[src/sv/mis_pkg.sv]
`timescale 1ns / 1ps
// mis_pkg: shared constants, types and codes of the merge insertion sorter
// no dependencies; used by the channel interfaces, the cell and the top level
package mis_pkg;

	localparam int MAX_ITEMS = 64;
	localparam int VALUE_W   = 31;
	localparam int CNT_W     = $clog2(MAX_ITEMS + 1);

	typedef logic [VALUE_W-1:0] value_t;
	typedef logic [CNT_W-1:0]   count_t;

	typedef enum logic [1:0] {
		CELL_HOLD,
		CELL_INSERT,
		CELL_SHIFT
	} cell_op_t;

	typedef enum logic {
		ST_FILL,
		ST_DRAIN
	} mis_state_t;

	// broadcast from the controller to every cell of the chain
	typedef struct packed {
		cell_op_t op;
		value_t   value;
	} cell_ctrl_t;

endpackage

[src/sv/mis_cell.sv]
`timescale 1ns / 1ps
// mis_cell: one slot of the insertion chain, holds a value and trades with neighbors
// depends on mis_pkg
module mis_cell (
	input  logic                clk,
	input  mis_pkg::cell_ctrl_t ctrl,
	input  logic                occupied,
	input  logic                tail,
	input  logic                left_gt,
	input  mis_pkg::value_t     left_value,
	input  mis_pkg::value_t     right_value,
	output logic                gt,
	output mis_pkg::value_t     value
);
	import mis_pkg::*;

	value_t value_q;

	// strictly greater, so an equal new value lands after the held ones
	assign gt    = occupied && (value_q > ctrl.value);
	assign value = value_q;

	always_ff @(posedge clk) begin
		case (ctrl.op)
			CELL_INSERT: begin
				if (gt || tail) begin
					value_q <= left_gt ? left_value : ctrl.value;
				end
			end
			CELL_SHIFT: begin
				value_q <= right_value;
			end
			default: begin
				value_q <= value_q;
			end
		endcase
	end

endmodule

[config.mk]
export PLATFORM = sky130hd
export DESIGN_NAME = mis_cell
export DESIGN_NICKNAME = d
export VERILOG_FILES = /design/src/sv/mis_pkg.sv /design/src/sv/mis_cell.sv
export SDC_FILE = /design/constraint.sdc
export NUM_CORES = 1
export LEC_CHECK = 0
export ABC_CLOCK_PERIOD_IN_PS = 3000
export BUFFER_PORTS_ARGS = -buffer_cell sky130_fd_sc_hd__buf_2
export CAP_MARGIN = 30
export CORE_AREA = 2 2 76 78
export DETAILED_ROUTE_END_ITERATION = 7
export DIE_AREA = 0 0 78 80
export PLACE_DENSITY_LB_ADDON = 0.1
export SYNTH_ARGS = -nofsm -noshare
export SYNTH_HDL_FRONTEND = slang
export SYNTH_SLANG_ARGS = --single-unit
export TNS_END_PERCENT = 100
[constraint.sdc]
create_clock -name clk -period 3 [get_ports clk]
set_input_delay 0 -clock clk [delete_from_list [all_inputs] [get_ports clk]]
set_output_delay 0 -clock clk [all_outputs]
set_load 0.05 [all_outputs]
# --- Word-level counts from Yosys, hierarchy flattened ---
# Index checks and enable logic that the tools add are counted.
classes:
  n_reduce_logical: 4
  n_eq_ne: 3
  order_cmp: 1
  mux: 3
op_table:
  columns: ["cell", "n"]
  rows:
  - ["$mux 31", 2]
  - ["$pmux 31 s2", 1]
  - ["$gt 31x31->1", 1]
  - ["$eq 2x1->1 const B", 1]
  - ["$eq 2x2->1 const B", 1]
  - ["$ne 2x2->1 const B", 1]
  - ["$reduce_and 2->1", 1]
  - ["$reduce_bool 2->1", 1]
  - ["$logic_and 1x1->1", 1]
  - ["$logic_or 1x1->1", 1]
word_totals:
  inputBits: 99
  elab_cells: 12
  register_bits: 31

# --- Depth between registers and ports, before layout ---
logic_depth:
  ltp_word: 5
  mapped_depth: 7
  depth_no_buf: 7

# --- Worst setup path after synthesis ---
# Ideal clock, no wire load.
synth_timing:
  path_type: "reg2reg"
  from: "reg value_q[29], in the netlist value[29]"
  to: "reg value_q[0], in the netlist value[0], enable pin"
  period_less_slack_ns: 2.954
  setup_ns: 0.393
  n_path_buf: 0
  stages_incl_launch_ff: 6
  arrival_ns: 2.561
  path_slack_ns: 0.046
  required_ns: 2.607
  cell_sequence: "edfxtp_1 -> ha_1 -> nand4_1 -> nor4_1 -> o41a_1 -> o31a_1"
synth_via:
  elab_chain_len: 5
synth_lines:
  columns: ["element", "line_no", "text"]
  rows:
  - ["start: declaration", "mis_cell.sv:17", "value_t value_q;"]
  - ["start signal: assignment", "mis_cell.sv:27", "value_q <= left_gt ? left_value : ctrl.value;"]
  - ["start signal: assignment", "mis_cell.sv:31", "value_q <= right_value;"]
  - ["start signal: assignment", "mis_cell.sv:34", "value_q <= value_q;"]
  - ["$gt 31x31->1", "mis_cell.sv:20", "assign gt = occupied && (value_q > ctrl.value);"]
  - ["$logic_and 1x1->1", "mis_cell.sv:20", null]
  - ["$logic_or 1x1->1", "mis_cell.sv:26", "if (gt || tail) begin"]
  - ["$ne 2x2->1 (no line)", null, null]
  - ["$reduce_and 2->1 (no line)", null, null]
# Every way passes these cells.
# A chain may end at the register's enable or synchronous reset.

# --- Final worst setup path ---
layout_timing:
  from: "reg value_q[29], in the netlist value[29]"
  to: "reg value_q[20], in the netlist value[20], enable pin"
# Same word-level chain as after synthesis.

==> metrics.md <==
| Metric | Value |
|---|---|
| Status | finished, final reports clean |
| RSZ-0062 raised after global routing | no |
| Asr flop ratio synth | 0% |
| Sequential share of the synthesized area | 39.1% |
| Net Count, Synth | 382 |
| TritonCTS clock tree | built |
| First-pass GRT wire length | 9.35 mm |
| Max FFs per register | 31 |
| Top FF cell, synth | edfxtp_1 |
| Drc violations | 0 |
| Fin crit period | 2730 ps |
| Max Cap Viol | 0 |
| Syn avg cell area | 9.44 sq um |
| Leak | 1.66 nW |
| CTS Buf Count | 5 |
| Fin. max-slew vios | 0 |
| Number of global-route vias before repair | 2205 |
| # nets final | 520 |
| Antenna Nets Post-Route | 0 |
| Power per Cell Area | 397 mW/mm^2 |
| CTS clk-pin slew, worst paths | 60 ps |
| Sink Count | 31 |
| ANT cells | 0 |
| Overflow left after global routing | 0 |
| Hpwl dp | 4.57 mm |
| Later-pin clock latency in the skew report | 280 ps |
| GR Util All Layers | 19.0% |
| Fin Clk Skew | 4.20 ps |
| Maximum resistive drop on vdd | 0.257 mV |
| Worst setup startpoint | value[29] |
| Antenna violations before repair | 0 |
| DR iter-0 viols | 48 |
| Cells after Synth | 252 |
| Min-Delay Path Class | in2reg |
| Critical Path End Type | flip-flop |
| TNS Setup | 0 ps |
| Die X | 78 microns |
| Yosys warnings | 0 |
| Num rows | 27 |
| Initial DRT Pass Iterations | 4 |
| R2R Path Start | value[29] |
| PortBufs | 130 |
| Unique masters post-synth | 27 |
| Avg WL per Cell | 12.5 microns |
| Hold_buf cts | 10 |
| Core Box Area | 0.00541 sq mm |
| Die Area | 0.00624 sq mm |
| # setup viols final | 0 |
| Post-cts sizing count | 0 |
| Pin count of the biggest net entering global routing | 32 |
| Vias | 2253 |
| HP Start | right_value[22] |
| Largest stage delay, worst path | 690 ps |
| Fmax achieved | 367 MHz |
| WP data arrival | 2630 ps |
| Worst path cell trace | ha_1 > nand4_1 > nor4_1 > o41a_1 > o31a_2 |
| Flops & latches, synth | 31 |
| Syn Std Cell Area | 0.00238 sq mm |
| Starting Density | 44.0% |
| Aggregate routed wire length | 5.75 mm |
| Die H | 80 microns |
| CTS Buffer Depth | 2 |
| Data required, critical path | 2900 ps |
| Worst Tran Pin Value | 920 ps |
| Clock root buffer | clkbuf_8 |
| CP Launch Type | flip-flop |
| Period Utilization, post-route | 90.9% |
| Critical path peak fanout | 31 |
| Vias per cell | 4.89 |
| Placer congestion estimate | 0.751 |
| Post-synth EDFFs | 31 |
| Post-CTS setup repair buffer count | 0 |
| Tot Pwr | 1.30 mW |
| IO Pins | 131 |
| Crit path max-delay cell type | o31a_2 |
| Crit path kind | reg2reg |
| Layout cell share with drive strength beyond 1 | 36.2% |
| Leading cell type in the layout, fill and taps excluded | buf_2 |
| Area growth from synthesis to layout | 37.5% |
| Fin. Hold Viols | 0 |
| Slew headroom | 38.7% |
| H-tree lvl count | 2 |
| # fillers | 500 |
| Most frequent cells in the layout | buf_2 (130), nand2_1 (37), o21ai_0 (34) |
cell usage after synthesis, types with 3 or more instances:
cell / count / area, sq um
a21oi_1: 12 / 60.1
buf_2: 3 / 15.0
clkbuf_1: 8 / 30.0
edfxtp_1: 31 / 931
ha_1: 31 / 388
inv_1: 32 / 120
mux2i_1: 31 / 310
nand2_1: 37 / 139
nand3_1: 3 / 15.0
nand4_1: 6 / 37.5
nor2_1: 5 / 18.8
o21ai_0: 34 / 170
area by class of cell:
type / instances / area [sq um] / share of cell area (%)
repair buffers: 142 / 766 / 23.4
clock buffers: 6 / 72.6 / 2.22
well taps: 72 / 90.1 / 2.75
inverters: 32 / 120 / 3.67
multi-input cells: 178 / 1290 / 39.5
flip-flops and latches: 31 / 931 / 28.5
power by group:
part | total (mW) | internal (mW) | leakage, nW | switching, mW
Sequential | 0.547 | 0.529 | 0.294 | 0.0181
Combinational | 0.445 | 0.163 | 1.33 | 0.282
Clock | 0.305 | 0.155 | 0.0371 | 0.151
Total | 1.30 | 0.847 | 1.66 | 0.451
metal layers:
layer | vias up | wire (microns) | share of wire [%] | track usage [%]
met5 | - | 0 | 0 | 0
met4 | 0 | 89 | 1.5 | 6.49
met3 | 8 | 436 | 7.6 | 5.88
met2 | 78 | 2750 | 48 | 33.6
met1 | 991 | 2480 | 43 | 21.7
li1 | 1176 | - | - | -
path summary, 6_finish.rpt:
check / slack, ps / endpoint / cells past startpoint
max: 270 / value[20] / 5
min: 4 / value[22] / 3
max reg2reg: 270 / value[20] / 5
min reg2reg: 1570 / value[4] / 6
cells by family after synthesis:
group / after synthesis / share of synthesized area, %
simple gates: 58 / 10.6
mux: 31 / 13.0
buf+inv: 43 / 6.94
flops: 31 / 39.1
fa+ha+maj: 31 / 16.3
compound gates: 58 / 13.9
worst max-delay path, delay by kind of cell, from the launching register on:
family                   cells  cell delay (ps)
flip-flops                   1              400
adder cells (fa/ha/maj)      1              330
AND/OR/NAND/NOR              2              660
AO/OA/AOI/OAI                2              950
stage by stage:
stage                     hold WS (ps)  util [%]  instances  cell area (sq um)  worst slack, ps
final                             3.71      60.5        461               3270              273
after CTS                        0.601      60.5        461               3270              233
after floorplan                    187         -        252               2380             46.5
after global routing              17.0      60.5        461               3270             58.0
after detailed placement           279      57.3        445               3100              249
after global placement             278      57.3        445               3100              348
No activity file was read; power rests on OpenSTA's default activity.
